### config.mk
export PLATFORM = sky130hd
export DESIGN_NAME = mouse_packet_cursor_tracker_flat
export DESIGN_NICKNAME = d
export VERILOG_FILES = /design/src/design/mpct_pkg.sv /design/src/design/mpct_rx_if.sv /design/src/design/mpct_res_if.sv /design/src/design/mouse_packet_cursor_tracker.sv /design/src/flat_wrapper.sv
export SDC_FILE = /design/constraint.sdc
export NUM_CORES = 1
export LEC_CHECK = 0
export BUFFER_PORTS_ARGS = -buffer_cell sky130_fd_sc_hd__buf_2
export CELL_PAD_IN_SITES_DETAIL_PLACEMENT = 1
export CELL_PAD_IN_SITES_GLOBAL_PLACEMENT = 1
export CORE_ASPECT_RATIO = 2
export CORE_MARGIN = 4
export CORE_UTILIZATION = 44
export CTS_CLUSTER_SIZE = 24
export DETAILED_ROUTE_END_ITERATION = 8
export GPL_TIMING_DRIVEN = 0
export HOLD_SLACK_MARGIN = 0.02
export PLACE_DENSITY = 0.87
export SKIP_LAST_GASP = 1
export SYNTH_ARGS = -nofsm -noshare
export SYNTH_HDL_FRONTEND = slang
export SYNTH_SLANG_ARGS = --single-unit
### constraint.sdc
create_clock -name i_clk -period 9.15 [get_ports i_clk]
set_clock_uncertainty 0.15 [all_clocks]
set_input_delay 1.3725 -clock i_clk [delete_from_list [all_inputs] [get_ports i_clk]]
set_output_delay 1.3725 -clock i_clk [all_outputs]
set_load 0.005 [all_outputs]
### src/design/mpct_pkg.sv
// Shared widths, codes and types for the mouse packet cursor tracker.
package mpct_pkg;

    // Payload and register widths
    localparam int BYTE_W    = 8;
    localparam int POS_W     = 8;
    localparam int STEP_W    = 4;
    localparam int ACT_W     = 2;
    localparam int CFG_W     = 8;
    localparam int CFG_IDX_W = 1;

    // Configuration register indexes
    localparam logic [CFG_IDX_W-1:0] REG_MAX_COL = 1'b0;
    localparam logic [CFG_IDX_W-1:0] REG_MAX_ROW = 1'b1;

    // Register reset values
    localparam logic [CFG_W-1:0] MAX_COL_RST = 8'd79;
    localparam logic [CFG_W-1:0] MAX_ROW_RST = 8'd24;

    // Head byte decoding
    localparam logic [BYTE_W-1:0] ACK_BYTE = 8'hFA;
    localparam int OVF_X_BIT   = 6;
    localparam int OVF_Y_BIT   = 7;
    localparam int XSIGN_BIT   = 4;
    localparam int YSIGN_BIT   = 5;
    localparam int BTN_LEFT    = 0;
    localparam int BTN_RIGHT   = 1;
    localparam int BTN_MIDDLE  = 2;

    // Divide by 40 as multiply by 205 then shift by 13 (exact for 0..256)
    localparam logic [7:0] DIV40_MUL   = 8'd205;
    localparam int         DIV40_SHIFT = 13;

    // Button action codes
    localparam logic [ACT_W-1:0] ACT_NONE   = 2'd0;
    localparam logic [ACT_W-1:0] ACT_LEFT   = 2'd1;
    localparam logic [ACT_W-1:0] ACT_MIDDLE = 2'd2;
    localparam logic [ACT_W-1:0] ACT_RIGHT  = 2'd3;

    // Packet byte tracking, one-hot
    typedef enum logic [2:0] {
        PH_HEAD = 3'b001,
        PH_X    = 3'b010,
        PH_Y    = 3'b100
    } t_phase;

endpackage

### src/design/mpct_rx_if.sv
// Input byte channel: valid/ready handshake carrying one raw mouse byte.
interface mpct_rx_if;
    import mpct_pkg::*;

    logic              valid;
    logic              ready;
    logic [BYTE_W-1:0] rx_byte;

    modport source (output valid, output rx_byte, input ready);
    modport sink   (input valid, input rx_byte, output ready);
endinterface

### src/design/mpct_res_if.sv
// Result channel: valid/ready handshake carrying cursor, buttons and steps.
interface mpct_res_if;
    import mpct_pkg::*;

    logic                     valid;
    logic                     ready;
    logic [POS_W-1:0]         cursor_col;
    logic [POS_W-1:0]         cursor_row;
    logic                     moved;
    logic [ACT_W-1:0]         button_action;
    logic signed [STEP_W-1:0] step_x;
    logic signed [STEP_W-1:0] step_y;

    modport source (output valid, output cursor_col, output cursor_row, output moved,
                    output button_action, output step_x, output step_y, input ready);
    modport sink   (input valid, input cursor_col, input cursor_row, input moved,
                    input button_action, input step_x, input step_y, output ready);
endinterface

### src/design/mouse_packet_cursor_tracker.sv
// Mouse packet decoder and clamped text-cursor tracker (top level).
//
//   channel   dir  handshake          payload
//   i_rx      in   valid/ready        rx_byte
//   o_res     out  valid/ready        cursor_col, cursor_row, moved, button_action,
//                                     step_x, step_y
//   i_cfg_*   in   write enable only  register index, write data
//
// One byte per cycle sustained while the result is not stalled. A byte is decoded
// while it sits in the input register; the third byte of a packet loads the result
// register at the end of that decode cycle, so the last byte of a packet passes through
// the input register and then the result register before its result shows.
// Reset is synchronous: packet tracking returns to the head byte, cursor goes to zero, limits to 79/24.
// A stalled result holds the decode stage; the input register still takes a byte
// if it is empty, after which i_rx.ready drops.
module mouse_packet_cursor_tracker (
    input  logic                          i_clk,
    input  logic                          i_rst_n,
    mpct_rx_if.sink                       i_rx,
    mpct_res_if.source                    o_res,
    input  logic                          i_cfg_we,
    input  logic [mpct_pkg::CFG_IDX_W-1:0] i_cfg_idx,
    input  logic [mpct_pkg::CFG_W-1:0]     i_cfg_wdata
);
    import mpct_pkg::*;

    // Magnitude / 40, signed by neg xor flip
    function automatic logic signed [STEP_W-1:0] f_scale(input logic [BYTE_W-1:0] raw,
                                                         input logic neg,
                                                         input logic flip);
        logic [BYTE_W:0]   mag;
        logic [15:0]       prod;
        logic [2:0]        q;
        logic [STEP_W-1:0] qe;
        mag  = neg ? (9'd256 - {1'b0, raw}) : {1'b0, raw};
        prod = 16'(mag * DIV40_MUL);
        q    = prod[DIV40_SHIFT +: 3];
        qe   = {1'b0, q};
        return (neg ^ flip) ? signed'(STEP_W'(-qe)) : signed'(qe);
    endfunction

    // Add a step and clamp to 0..limit
    function automatic logic [POS_W-1:0] f_clamp(input logic [POS_W-1:0] pos,
                                                 input logic signed [STEP_W-1:0] step,
                                                 input logic [CFG_W-1:0] limit);
        logic signed [POS_W+1:0] v;
        v = signed'({2'b00, pos}) + (POS_W+2)'(step);
        if (v < 0) begin
            return '0;
        end else if (v > signed'({2'b00, limit})) begin
            return limit;
        end else begin
            return v[POS_W-1:0];
        end
    endfunction

    // Configuration and state registers
    logic [CFG_W-1:0]  r_max_col, r_max_row;
    t_phase            r_phase, n_phase;
    logic [BYTE_W-1:0] r_head, r_xbyte;
    logic [POS_W-1:0]  r_col, r_row;

    // Input register
    logic              r_in_valid;
    logic [BYTE_W-1:0] r_in_byte;

    // Result register
    logic                     r_out_valid;
    logic [POS_W-1:0]         r_out_col, r_out_row;
    logic                     r_out_moved;
    logic [ACT_W-1:0]         r_out_act;
    logic signed [STEP_W-1:0] r_out_sx, r_out_sy;

    logic                     w_adv, w_fire, w_head_ok, w_emit;
    logic signed [STEP_W-1:0] w_sx, w_sy;
    logic [POS_W-1:0]         w_col, w_row;
    logic [ACT_W-1:0]         w_act;

    // Stage handshake
    assign w_adv      = !r_out_valid || o_res.ready;
    assign w_fire     = r_in_valid && w_adv;
    assign i_rx.ready = !r_in_valid || w_adv;

    // Decode datapath
    assign w_head_ok = (r_in_byte != ACK_BYTE) && !r_in_byte[OVF_X_BIT]
                       && !r_in_byte[OVF_Y_BIT];
    assign w_sx  = f_scale(r_xbyte, r_head[XSIGN_BIT], 1'b0);
    assign w_sy  = f_scale(r_in_byte, r_head[YSIGN_BIT], 1'b1);
    assign w_col = f_clamp(r_col, w_sx, r_max_col);
    assign w_row = f_clamp(r_row, w_sy, r_max_row);
    assign w_emit = w_fire && (r_phase == PH_Y);

    // Button priority: left, middle, right
    always_comb begin
        priority if (r_head[BTN_LEFT]) begin
            w_act = ACT_LEFT;
        end else if (r_head[BTN_MIDDLE]) begin
            w_act = ACT_MIDDLE;
        end else if (r_head[BTN_RIGHT]) begin
            w_act = ACT_RIGHT;
        end else begin
            w_act = ACT_NONE;
        end
    end

    // Packet byte sequencing
    always_comb begin
        n_phase = r_phase;
        if (w_fire) begin
            unique case (r_phase)
                PH_X:    n_phase = PH_Y;
                PH_Y:    n_phase = PH_HEAD;
                default: n_phase = w_head_ok ? PH_X : PH_HEAD;
            endcase
        end
    end

    // Control and configuration registers
    always_ff @(posedge i_clk) begin
        if (!i_rst_n) begin
            r_in_valid  <= 1'b0;
            r_out_valid <= 1'b0;
            r_phase     <= PH_HEAD;
            r_head      <= '0;
            r_xbyte     <= '0;
            r_col       <= '0;
            r_row       <= '0;
            r_max_col   <= MAX_COL_RST;
            r_max_row   <= MAX_ROW_RST;
        end else begin
            if (i_rx.ready) begin
                r_in_valid <= i_rx.valid;
            end
            if (w_adv) begin
                r_out_valid <= w_emit;
            end
            r_phase <= n_phase;
            if (w_fire && r_phase != PH_X && r_phase != PH_Y && w_head_ok) begin
                r_head <= r_in_byte;
            end
            if (w_fire && r_phase == PH_X) begin
                r_xbyte <= r_in_byte;
            end
            if (w_emit) begin
                r_col <= w_col;
                r_row <= w_row;
            end
            if (i_cfg_we && i_cfg_idx == REG_MAX_COL) begin
                r_max_col <= i_cfg_wdata;
            end
            if (i_cfg_we && i_cfg_idx == REG_MAX_ROW) begin
                r_max_row <= i_cfg_wdata;
            end
        end
    end

    // Payload registers
    always_ff @(posedge i_clk) begin
        if (i_rx.valid && i_rx.ready) begin
            r_in_byte <= i_rx.rx_byte;
        end
        if (w_emit) begin
            r_out_col   <= w_col;
            r_out_row   <= w_row;
            r_out_moved <= (w_col != r_col) || (w_row != r_row);
            r_out_act   <= w_act;
            r_out_sx    <= w_sx;
            r_out_sy    <= w_sy;
        end
    end

    assign o_res.valid         = r_out_valid;
    assign o_res.cursor_col    = r_out_col;
    assign o_res.cursor_row    = r_out_row;
    assign o_res.moved         = r_out_moved;
    assign o_res.button_action = r_out_act;
    assign o_res.step_x        = r_out_sx;
    assign o_res.step_y        = r_out_sy;

endmodule

### src/flat_wrapper.sv
// flat-port wrapper written by rule: the top's interface ports become plain ports
module mouse_packet_cursor_tracker_flat import mpct_pkg::*;
  (i_clk, i_rst_n, i_cfg_we, i_cfg_idx, i_cfg_wdata, i_rx_valid, i_rx_rx_byte, i_rx_ready, o_res_valid, o_res_cursor_col, o_res_cursor_row, o_res_moved, o_res_button_action, o_res_step_x, o_res_step_y, o_res_ready);
  mpct_rx_if i_rx_i ();
  mpct_res_if o_res_i ();
  input  logic i_clk;
  input  logic i_rst_n;
  input  logic i_cfg_we;
  input  logic [mpct_pkg::CFG_IDX_W-1:0] i_cfg_idx;
  input  logic [mpct_pkg::CFG_W-1:0] i_cfg_wdata;
  input wire logic [$bits(i_rx_i.valid)-1:0] i_rx_valid;
  input wire logic [$bits(i_rx_i.rx_byte)-1:0] i_rx_rx_byte;
  output wire logic [$bits(i_rx_i.ready)-1:0] i_rx_ready;
  output wire logic [$bits(o_res_i.valid)-1:0] o_res_valid;
  output wire logic [$bits(o_res_i.cursor_col)-1:0] o_res_cursor_col;
  output wire logic [$bits(o_res_i.cursor_row)-1:0] o_res_cursor_row;
  output wire logic [$bits(o_res_i.moved)-1:0] o_res_moved;
  output wire logic [$bits(o_res_i.button_action)-1:0] o_res_button_action;
  output wire logic [$bits(o_res_i.step_x)-1:0] o_res_step_x;
  output wire logic [$bits(o_res_i.step_y)-1:0] o_res_step_y;
  input wire logic [$bits(o_res_i.ready)-1:0] o_res_ready;
  assign i_rx_i.valid = i_rx_valid;
  assign i_rx_i.rx_byte = i_rx_rx_byte;
  assign i_rx_ready = i_rx_i.ready;
  assign o_res_valid = o_res_i.valid;
  assign o_res_cursor_col = o_res_i.cursor_col;
  assign o_res_cursor_row = o_res_i.cursor_row;
  assign o_res_moved = o_res_i.moved;
  assign o_res_button_action = o_res_i.button_action;
  assign o_res_step_x = o_res_i.step_x;
  assign o_res_step_y = o_res_i.step_y;
  assign o_res_i.ready = o_res_ready;
  mouse_packet_cursor_tracker u_core (.i_clk(i_clk), .i_rst_n(i_rst_n), .i_rx(i_rx_i), .o_res(o_res_i), .i_cfg_we(i_cfg_we), .i_cfg_idx(i_cfg_idx), .i_cfg_wdata(i_cfg_wdata));
endmodule
==> summary.md, run 1 <==
| Metric | Value |
|---|---|
| Outcome | `finished with violations` |
| Failing checks | `negative setup slack` |
| Pin count of the biggest net entering global routing | `37` |
| Hold Path Stages | `2` |
| Worst hold slack | `0.3350 ns` |
| Tcrit/Tclk final | `107.6%` |
| Relative slew slack | `27.41%` |
| Hold crit path type | `register to register` |
| Internal power | `1.559 mW` |
| First-pass GRT wire length | `49420 um` |
| First-pass iteration count of the detailed router | `5` |
| Yosys cell types | `80` |
| Maxcap violations | `0` |
| Sw frac | `46.28%` |
| Combinational share of power | `72.2%` |
| Die area | `20320 um^2` |
| Vias per cell | `6.542` |
| Clk buf depth | `2` |
| Worst-Margin Slew | `1.089 ns` |
| Layout cells sized above 1 | `33.49%` |
| Die W | `102.8 um` |
| Arr. time, crit path | `9.80 ns` |
| Maximum fanout along the worst path | `6` |
| Slowest-stage cell, CP | `fa_1` |
| Initial Utilization | `44.71%` |
| Clock Sinks | `85` |
| Gpl congestion | `0.9067` |
| Final-report max-slew violation count | `0` |
| Max frequency | `101.6 MHz` |
| Boundary Pins | `51` |
| Clock power share | `12.8%` |
| Initial antenna violation count | `0` |
| #FFs+latches synth | `85` |
| # H-tree levels | `3` |
| Avg Cell Area, Syn | `8.901 um^2` |
| Clk_lat worst skew | `0.37 ns` |
| Post-route antenna net violation count | `0` |
| Sequential Power Share | `14.9%` |
| Final setup violation count | `5` |
| Minimum clock period after layout | `9.841 ns` |
| Vias in the first global route | `8931` |
| DP HPWL | `19370 um` |
| Core ar. | `17700 um^2` |
| FF-to-FF path depth | `43` |
| Detailed-route via count | `8250` |
| # DRC | `0` |
| Post-synth EDFFs | `35` |
| Area Growth Syn to Fin | `35.59%` |
| Setup TNS | `-0.9275 ns` |
| CTS Buf Count | `9` |
| CTS tree | `done` |
| Hold-fix buffers at CTS | `0` |
| Synthesized area | `7913 um^2` |
| Worst setup margin | `-0.6915 ns` |
| CTS Root Cell | `clkbuf_16` |
| Routed WL | `36500 um` |
| Avg WL per Cell | `28.94 um` |
| Peak VDD IR | `169.4 uV` |
| Iteration-0 DRC Markers | `599` |
| Critical path class | `register to register` |
| CP required | `9.11 ns` |
| Max stage delay on crit path | `0.56 ns` |
| Diode count | `0` |
| Pwr dens | `270.5 nW/um^2` |
| Site row count | `69` |
| Fin. Hold Viols | `0` |
| Leakage dissipation | `4.879 nW` |
| Clock Pin Slew Worst Setup and Hold Paths | `0.08 ns` |
| Crit path launch type | `register` |
| Synth warnings | `0` |
| Post-synthesis sequential area ratio | `25.93%` |
| GRT overflow | `0` |
| Layout Nets | `1207` |
| Non-filler cells, final | `1261` |
| Mapped Nets | `1053` |
| Place WS | `-1.626 ns` |
| RSZ-0062 raised after global routing | `true` |
| Critical Path Sink Type | `register` |
| Asr flop ratio synth | `0%` |
| Placed cells | `1151` |
| Psw | `1.343 mW` |
| Die Y | `197.6 um` |
| Cells after Synth | `889` |
| Ys flop type | `dfxtp_1` |
| IO buf count | `49` |
| Global Route Usage Sum | `32.26%` |
| Tot Pwr | `2.903 mW` |
cells in the final DEF (no fill, tap or decap), types with 10 or more instances in the layout:
master    netlist  layout
nand2_1        97      91
o211ai_1       11      11
buf_6           1      13
o21ai_0        20      12
a21oi_1        55      42
buf_4           0      83
ha_1          112      90
buf_2           1      49
nor3_1         13      10
inv_1         106      92
mux2i_1        16      14
dfxtp_1        50      48
nand3_1        14      11
clkbuf_1       18      17
a21oi_2         4      14
fa_1           30      28
xnor2_2         2      11
ha_4            0      18
nor2_1         62      51
a21o_1         14      14
inv_2           1      14
edfxtp_1       35      35
xnor2_1        42      28
metal layers:
metal  share of wire (%)  routed length, um  global-route usage [%]  vias up
met5                   0                  0                       0        -
met3                 5.8               2124                   4.666      237
met1                  33              12110                   31.77     4050
li1                    -                  -                       -     3434
met2                  52              18990                   58.66      529
met4                 9.0               3274                   23.97        0
kinds of logic (layout without fill, tap and decap cells):
kind of cell | count (synthesis) | count (layout) | synth area share [%]
fa+ha+maj | 142 | 142 | 25.30
flops | 85 | 85 | 25.93
simple gates | 257 | 257 | 15.46
xor+xnor | 59 | 59 | 6.910
compound gates | 194 | 194 | 17.33
mux | 21 | 21 | 2.736
buf+inv | 131 | 290 | 6.325
power groups by stage:
| stage | sequential, mW | combinational, mW | clock (mW) |
|---|---|---|---|
| floorplan | 0.435 | 0.828 | 0 |
| CTS | 0.432 | 1.63 | 0.349 |
| global route | 0.434 | 2.20 | 0.377 |
| global placement | 0.439 | 1.06 | 0 |
| finish | 0.434 | 2.10 | 0.372 |
| detailed placement | 0.439 | 1.10 | 0 |
cells in the mapped netlist, drive strengths merged, types with 5 or more instances:
cell / instances / share of area, %
and3: 11 / 0.87
xor2: 15 / 1.9
and2: 8 / 0.63
nor4: 8 / 0.79
a211oi: 15 / 1.4
nand2b: 6 / 0.51
xnor2: 44 / 5.1
o21a: 8 / 0.76
o31ai: 7 / 0.66
nor2b: 6 / 0.57
mux2: 5 / 0.71
o22ai: 5 / 0.40
a41oi: 5 / 0.55
o21ai: 24 / 1.6
or2: 6 / 0.47
nand2: 97 / 4.6
inv: 107 / 5.1
nand4: 9 / 0.71
a31oi: 8 / 0.63
nor3: 14 / 0.95
nand3: 14 / 0.89
a21o: 14 / 1.3
nor2: 64 / 3.2
edfxtp: 35 / 13
or3: 7 / 0.55
fa: 30 / 7.6
o211ai: 11 / 1.0
clkbuf: 18 / 0.85
dfxtp: 50 / 13
mux2i: 16 / 2.0
ha: 112 / 18
a21oi: 59 / 3.9
metrics by stage:
step | util, % | instance area [um^2]
after floorplan | - | 7921
after global placement | 47.65 | 8433
after detailed placement | 47.66 | 8434
after CTS | 57.66 | 10200
after global routing | 60.62 | 10730
final | 60.62 | 10730
cell type report:
| type | instances | area (um^2) |
|---|---|---|
| Tap cell | 213 | 266.5 |
| Sequential cell | 85 | 2057 |
| Inverter | 109 | 411.6 |
| Clock inverter | 3 | 21.27 |
| Fill cell | 1933 | 6969 |
| Buffer | 20 | 105.1 |
| Multi-Input combinational cell | 673 | 6581 |
| Clock buffer | 13 | 250.2 |
| Timing Repair Buffer | 145 | 1036 |
critical path, delay by kind of cell, from the launching register on:
kind | cells | cell delay [ns]
fa+ha+maj | 7 | 2.70
flops | 1 | 0.36
xor+xnor | 4 | 0.82
simple gates | 11 | 2.18
compound gates | 12 | 2.47
buf+inv | 9 | 0.87
registers in the layout (all words and copies together), names as in the netlist:
name and count:
u_core.o_res.cursor_col 8, u_core.o_res.cursor_row 8, u_core.r_col 8, u_core.r_in_byte 8
u_core.r_max_col 8, u_core.r_max_row 8, u_core.r_row 8, u_core.r_xbyte 8
u_core.r_head 5, u_core.o_res.step_x 4, u_core.o_res.step_y 4, u_core.r_phase 3
u_core.o_res.button_action 2, u_core.o_res.moved 1, u_core.o_res.valid 1, u_core.r_in_valid 1
path summary, 6_finish.rpt:
path | start | end | slack (ns)
worst min register to register | u_core.r_max_row[7] | u_core.r_max_row[7] | 0.33
worst max register to register | u_core.r_xbyte[2] | u_core.o_res.moved | -0.69
worst min-delay path | u_core.r_max_row[7] | u_core.r_max_row[7] | 0.33
worst max-delay path | u_core.r_xbyte[2] | u_core.o_res.moved | -0.69
what timing repair did:
| item | in CTS | in global routing |
|---|---|---|
| buffers inserted | 77 | 21 |
| gates resized for setup | 169 | 68 |
| pin swaps | 97 | 42 |
| endpoints found under the setup margin | 33 | 31 |
(Power assumes the default switching activity.)
==> inputs of run 2 (changes only) <==
- CORE_UTILIZATION: 44 -> 40
- PLACE_DENSITY: 0.87 -> 0.81
==> run 2 against run 1 <==
The run still ends with negative setup slack left. Power is 2.7% higher. Global-route usage is 5.6 points lower. Clock power increased by 4%. Worst hold slack got worse by 0.017 ns.
==> summary.md, run 2 (same netlist as run 1, synthesis figures left out) <==
| Metric | Value |
|---|---|
| Slowest-stage cell, CP | `o21ai_0` |
| Maximum fanout along the worst path | `10` |
| Worst setup margin | `-1.069 ns` |
| Max stage delay on crit path | `0.61 ns` |
| Hold crit path type | `register to register` |
| Area Growth Syn to Fin | `34.96%` |
| Minimum clock period after layout | `10.22 ns` |
| Clock Sinks | `85` |
| Hold Path Stages | `2` |
| Clock Pin Slew Worst Setup and Hold Paths | `0.07 ns` |
| First-pass GRT wire length | `45240 um` |
| Tcrit/Tclk final | `111.7%` |
| Pin count of the biggest net entering global routing | `27` |
| Die W | `107.5 um` |
| Outcome | `finished with violations` |
| Vias in the first global route | `8546` |
| Design Area, Final | `10680 um^2` |
| CP required | `9.09 ns` |
| Layout cells sized above 1 | `31.31%` |
| Max frequency | `97.86 MHz` |
| Final-report max-slew violation count | `0` |
| CTS tree | `done` |
| First-pass iteration count of the detailed router | `5` |
| Combinational share of power | `72.5%` |
| Gpl congestion | `0.9172` |
| Die area | `22230 um^2` |
| RSZ-0062 raised after global routing | `true` |
| Routed WL | `35710 um` |
| CTS Root Cell | `clkbuf_16` |
| Peak VDD IR | `156.7 uV` |
| Leakage dissipation | `4.848 nW` |
| Critical Path Sink Type | `register` |
| Initial Utilization | `40.85%` |
| FF-to-FF path depth | `40` |
| IO buf count | `49` |
| Avg WL per Cell | `27.54 um` |
| Kind of cell adding the most delay to the critical path | `compound AO/OA/AOI/OAI gates` |
| Failing checks | `negative setup slack` |
| Reg2Reg Setup Slack | `-1.07 ns` |
| Crit path launch type | `register` |
| GRT overflow | `0` |
| Boundary Pins | `51` |
| # DRC | `0` |
| CP most frequent cell | `buf_6` |
| Relative slew slack | `42.92%` |
| Hold Path End | `u_core.r_max_row[7]` |
| Hold path start | `u_core.r_max_row[7]` |
| Layout Nets | `1197` |
| Post-route antenna net violation count | `0` |
| Initial antenna violation count | `0` |
| Critical path class | `register to register` |
| Core ar. | `19370 um^2` |
| Maxcap violations | `0` |
| Clock power share | `13.0%` |
| Critical R2R Launch | `u_core.r_head[5]` |
| Psw | `1.393 mW` |
| Commonest non-fill, non-tap cell in the layout | `nand2_1` |
| Worst path bufs/invs | `11` |
| Hold-fix buffers at CTS | `0` |
| Commonest cells after routing, fill and taps aside | `nand2_1 (93), inv_1 (92), ha_1 (92)` |
| Placed cells | `1198` |
| Vias per cell | `6.157` |
| Clk_lat worst skew | `0.36 ns` |
| Worst-Margin Slew | `0.8562 ns` |
| Detailed-route via count | `7985` |
| Non-filler cells, final | `1297` |
| Die Y | `206.9 um` |
| Sw frac | `46.73%` |
| Global Route Usage Sum | `26.63%` |
| Arr. time, crit path | `10.15 ns` |
| DP HPWL | `19320 um` |
| Clk buf depth | `2` |
| Fin. Hold Viols | `0` |
| Sequential Power Share | `14.6%` |
| Diode count | `0` |
| Placed cell areas | `8512 um^2` |
| Pwr dens | `279.2 nW/um^2` |
| Site row count | `72` |
| CTS Buf Count | `9` |
| Final setup violation count | `15` |
| Critical register-to-register path endpoint | `u_core.o_res.moved` |
| # H-tree levels | `3` |
| Internal power | `1.588 mW` |
| Iteration-0 DRC Markers | `496` |
## run 2: cell count changes in the layout (fill, tap and decap cells not counted), sizes merged
cell and change:
clkinv -1, clkinvlp +1, buf -11, bufinv +1
## run 2: metal layers
metal  wire length (um)  global-route usage [%]
met1              11310                   23.61
met2              19270                   51.03
met3               1671                   3.610
met4               3463                   23.02
met5                  0                       0
## run 2: power by group through the flow
stage,clock (mW),sequential (mW),combinational [mW]
after floorplan,0,0.435,0.828
after global placement,0,0.439,1.07
after detailed placement,0,0.439,1.11
after CTS,0.374,0.432,1.54
after global routing,0.402,0.434,2.26
final,0.387,0.434,2.16
## run 2: layout make-up
cell class,instances,area [um^2]
Clock inverter,4,50.05
Inverter,109,414.1
Timing Repair Buffer,135,940.9
Clock buffer,12,236.5
Sequential cell,85,2056
Tap cell,259,324.1
Fill cell,2170,8690
Buffer,20,100.1
Multi-Input combinational cell,673,6558
## run 2: tightest hold or removal path: cells and delay by family, from the launching register on
family           cells  cell delay, ns
AO/OA/AOI/OAI        1            0.06
AND/OR/NAND/NOR      1            0.05
flip-flops           1            0.31
## run 2: repair_timing
| action | 4_1_cts | 5_1_grt |
|---|---|---|
| endpoints found under the hold margin | 0 | 0 |
| resized for setup | 133 | 89 |
| setup buffers | 55 | 31 |
| endpoints found under the setup margin | 33 | 33 |
| pin swaps | 54 | 65 |
## run 2: how the worst max path moves through the flow
stage	depth (start not counted)	endpoint	startpoint
after floorplan	39	u_core.o_res.moved	u_core.r_in_byte[0]
after global placement	41	u_core.o_res.moved	u_core.r_in_byte[0]
after detailed placement	41	u_core.o_res.moved	u_core.r_in_byte[0]
after CTS	43	u_core.o_res.moved	u_core.r_in_byte[0]
after global routing	42	u_core.o_res.moved	u_core.r_head[5]
final	40	u_core.o_res.moved	u_core.r_head[5]
## run 2: through the flow
step	worst slack, ns	util, %	hold WS [ns]	total power [mW]	setup TNS [ns]
4_1_cts	-0.3914	51.44	0.3201	2.350	-0.3914
6_report	-1.069	55.14	0.3183	2.981	-5.070
3_3_place_gp	-1.447	43.84	0.2982	1.514	-10.05
5_1_grt	-1.201	55.14	0.3561	3.098	-7.768
3_5_place_dp	-1.612	43.95	0.3120	1.553	-16.12
2_1_floorplan	0.0009823	-	0.2863	1.264	0
==> inputs of run 3 (changes only) <==
- PLACE_DENSITY: 0.81 -> 0.78
- clock period: 9.15 -> 11.5 ns (I/O delays scaled with it)
==> run 3 against run 2 <==
The run now ends clean. Critical path depth increased by 1. Clock power is 20% lower. Sequential cell count unchanged. Final cell count is 6.5% lower. Global-route usage is 5.6 points lower. Non-clock buffer count down 84. Core utilization fell by 9.6 points. First-iteration DRC count fell by 58%. Critical endpoint unchanged. Largest cell class unchanged. Largest power group unchanged.
==> summary.md, run 3 (same netlist as run 1, synthesis figures left out) <==
| Metric | Value |
|---|---|
| Outcome | `finished clean` |
| CTS Root Cell | `clkbuf_16` |
| CTS Buf Count | `9` |
| Gpl congestion | `0.8891` |
| RSZ-0062 raised after global routing | `false` |
| Iteration-0 DRC Markers | `208` |
| Utilization after layout | `45.53%` |
| CTS tree | `done` |
| DR top layer | `met5` |
| Crit path launch type | `register` |
| Final setup violation count | `0` |
| Reg2Reg Setup Slack | `0.63 ns` |
| Hold crit path type | `register to register` |
| Relative slew slack | `28.76%` |
| CP most frequent cell | `inv_1` |
| Setup TNS | `0 ns` |
| Sequential cell area | `2052 um^2` |
| Worst-Margin Slew | `1.054 ns` |
| Commonest non-fill, non-tap cell in the layout | `ha_1` |
| Met3 routed WL | `455 um` |
| Global Route Usage Sum | `21.00%` |
| Hold Path End | `u_core.r_max_row[2]` |
| DR WL met2 | `12840 um` |
| Tcrit/Tclk final | `94.53%` |
| Critical Path Sink Type | `register` |
| Max stage delay on crit path | `0.55 ns` |
| Die W | `107.5 um` |
| Placed cells | `1197` |
| Die Y | `206.9 um` |
| DRT met1 WL | `8131 um` |
| # H-tree levels | `3` |
| Commonest cells after routing, fill and taps aside | `ha_1 (112), inv_1 (106), nand2_1 (97)` |
| Fin. Hold Viols | `0` |
| FF-to-FF path depth | `41` |
| Maximum fanout along the worst path | `7` |
| Critical R2R Launch | `u_core.r_in_byte[0]` |
| Site row count | `72` |
| Core ar. | `19370 um^2` |
| Layout fillers | `2343` |
| Slowest-stage cell, CP | `fa_1` |
| Max frequency | `91.99 MHz` |
| GRT overflow | `0` |
| Leakage dissipation | `4.155 nW` |
| Hold path start | `u_core.r_max_row[2]` |
| First-pass iteration count of the detailed router | `5` |
| Peak VDD IR | `83.05 uV` |
| Arr. time, crit path | `10.79 ns` |
| Detailed-route via count | `6719` |
| Initial antenna violation count | `1` |
| Avg WL per Cell | `18.67 um` |
| Critical path class | `register to register` |
| Vias in the first global route | `7351` |
| Multi-input gate area | `5369 um^2` |
| Area Growth Syn to Fin | `11.45%` |
| Diode count | `0` |
| Initial Utilization | `40.85%` |
| IO buf count | `49` |
| Clk_lat worst skew | `0.34 ns` |
| Pin count of the biggest net entering global routing | `37` |
| Minimum clock period after layout | `10.87 ns` |
| Clock Sinks | `85` |
| First-pass GRT wire length | `36670 um` |
| Final-report max-slew violation count | `0` |
| Routed WL | `22640 um` |
| Layout Nets | `1113` |
| Pwr dens | `174.6 nW/um^2` |
| # DRC | `0` |
| Die area | `22230 um^2` |
| CP required | `11.42 ns` |
| Layout cells sized above 1 | `11.01%` |
| Hold Path Stages | `2` |
| Non-filler cells, final | `1213` |
| Clock Pin Slew Worst Setup and Hold Paths | `0.07 ns` |
| Vias per cell | `5.539` |
| Clk buf depth | `2` |
| Setup Fix Bufs, Post-CTS | `0` |
| DP HPWL | `18850 um` |
| Maxcap violations | `0` |
| Boundary Pins | `51` |
| Post-route antenna net violation count | `0` |
| Critical register-to-register path endpoint | `u_core.o_res.moved` |
run 3: cell types whose count changed in the layout (fill, tap and decap cells not counted), sizes merged:
cell and delta:
clkinvlp -2, bufinv -1, inv +4, clkinv -1, clkbuf +1, buf -85
run 3: area by class of cell:
class / count / area share (%)
clock inverter: 4 / 0.4257
tap: 259 / 3.675
inverter: 109 / 4.640
clock buffer: 12 / 3.278
sequential: 85 / 23.27
timing repair buffer: 49 / 2.781
buffer: 22 / 1.050
multi-input combinational: 673 / 60.88
run 3: worst max-delay path, delay by kind of cell (launching register included):
kind,cells,cell delay (ns)
fa+ha+maj,8,3.14
compound gates,11,2.82
simple gates,10,1.83
xor+xnor,4,1.17
buf+inv,7,0.66
flops,1,0.54
mux,1,0.26
run 3: where the power goes:
group / leakage [nW] / switching, mW / internal (mW)
combinational: 3.23 / 0.548 / 0.338
clock: 0.162 / 0.129 / 0.183
sequential: 0.766 / 0.00776 / 0.335
run 3: metrics by stage:
| stage | cell area, um^2 | worst slack (ns) | total power [mW] | hold slack (ns) |
|---|---|---|---|---|
| finish | 8818 | 0.6293 | 1.540 | 0.3230 |
| global route | 8818 | 0.03738 | 1.659 | 0.3749 |
| CTS | 8810 | 0.1828 | 1.544 | 0.3290 |
| detailed placement | 8483 | 0.1981 | 1.227 | 0.3193 |
| global placement | 8482 | 0.3525 | 1.199 | 0.3097 |
| floorplan | 7913 | 2.072 | 0.9994 | 0.2863 |
run 3: how the worst max path moves through the flow:
stage / from / to / slack (ns) / cells past startpoint
3_3_place_gp: u_core.r_in_byte[0] / u_core.o_res.moved / 0.35 / 39
4_1_cts: u_core.r_in_byte[0] / u_core.o_res.moved / 0.18 / 39
2_1_floorplan: u_core.r_in_byte[0] / u_core.o_res.moved / 2.07 / 39
6_report: u_core.r_in_byte[0] / u_core.o_res.moved / 0.63 / 41
3_5_place_dp: u_core.r_in_byte[0] / u_core.o_res.moved / 0.20 / 39
5_1_grt: u_core.r_in_byte[0] / u_core.o_res.moved / 0.04 / 41
run 3: routing by layer:
layer,vias up,track usage [%]
li1,3242,-
met1,3318,20.34
met2,103,42.63
met3,54,2.303
met4,2,10.16
met5,-,0
run 3: repair_timing:
action	CTS	global route
hold buffers	0	0
endpoints found under the setup margin	0	1
resized for setup	0	2
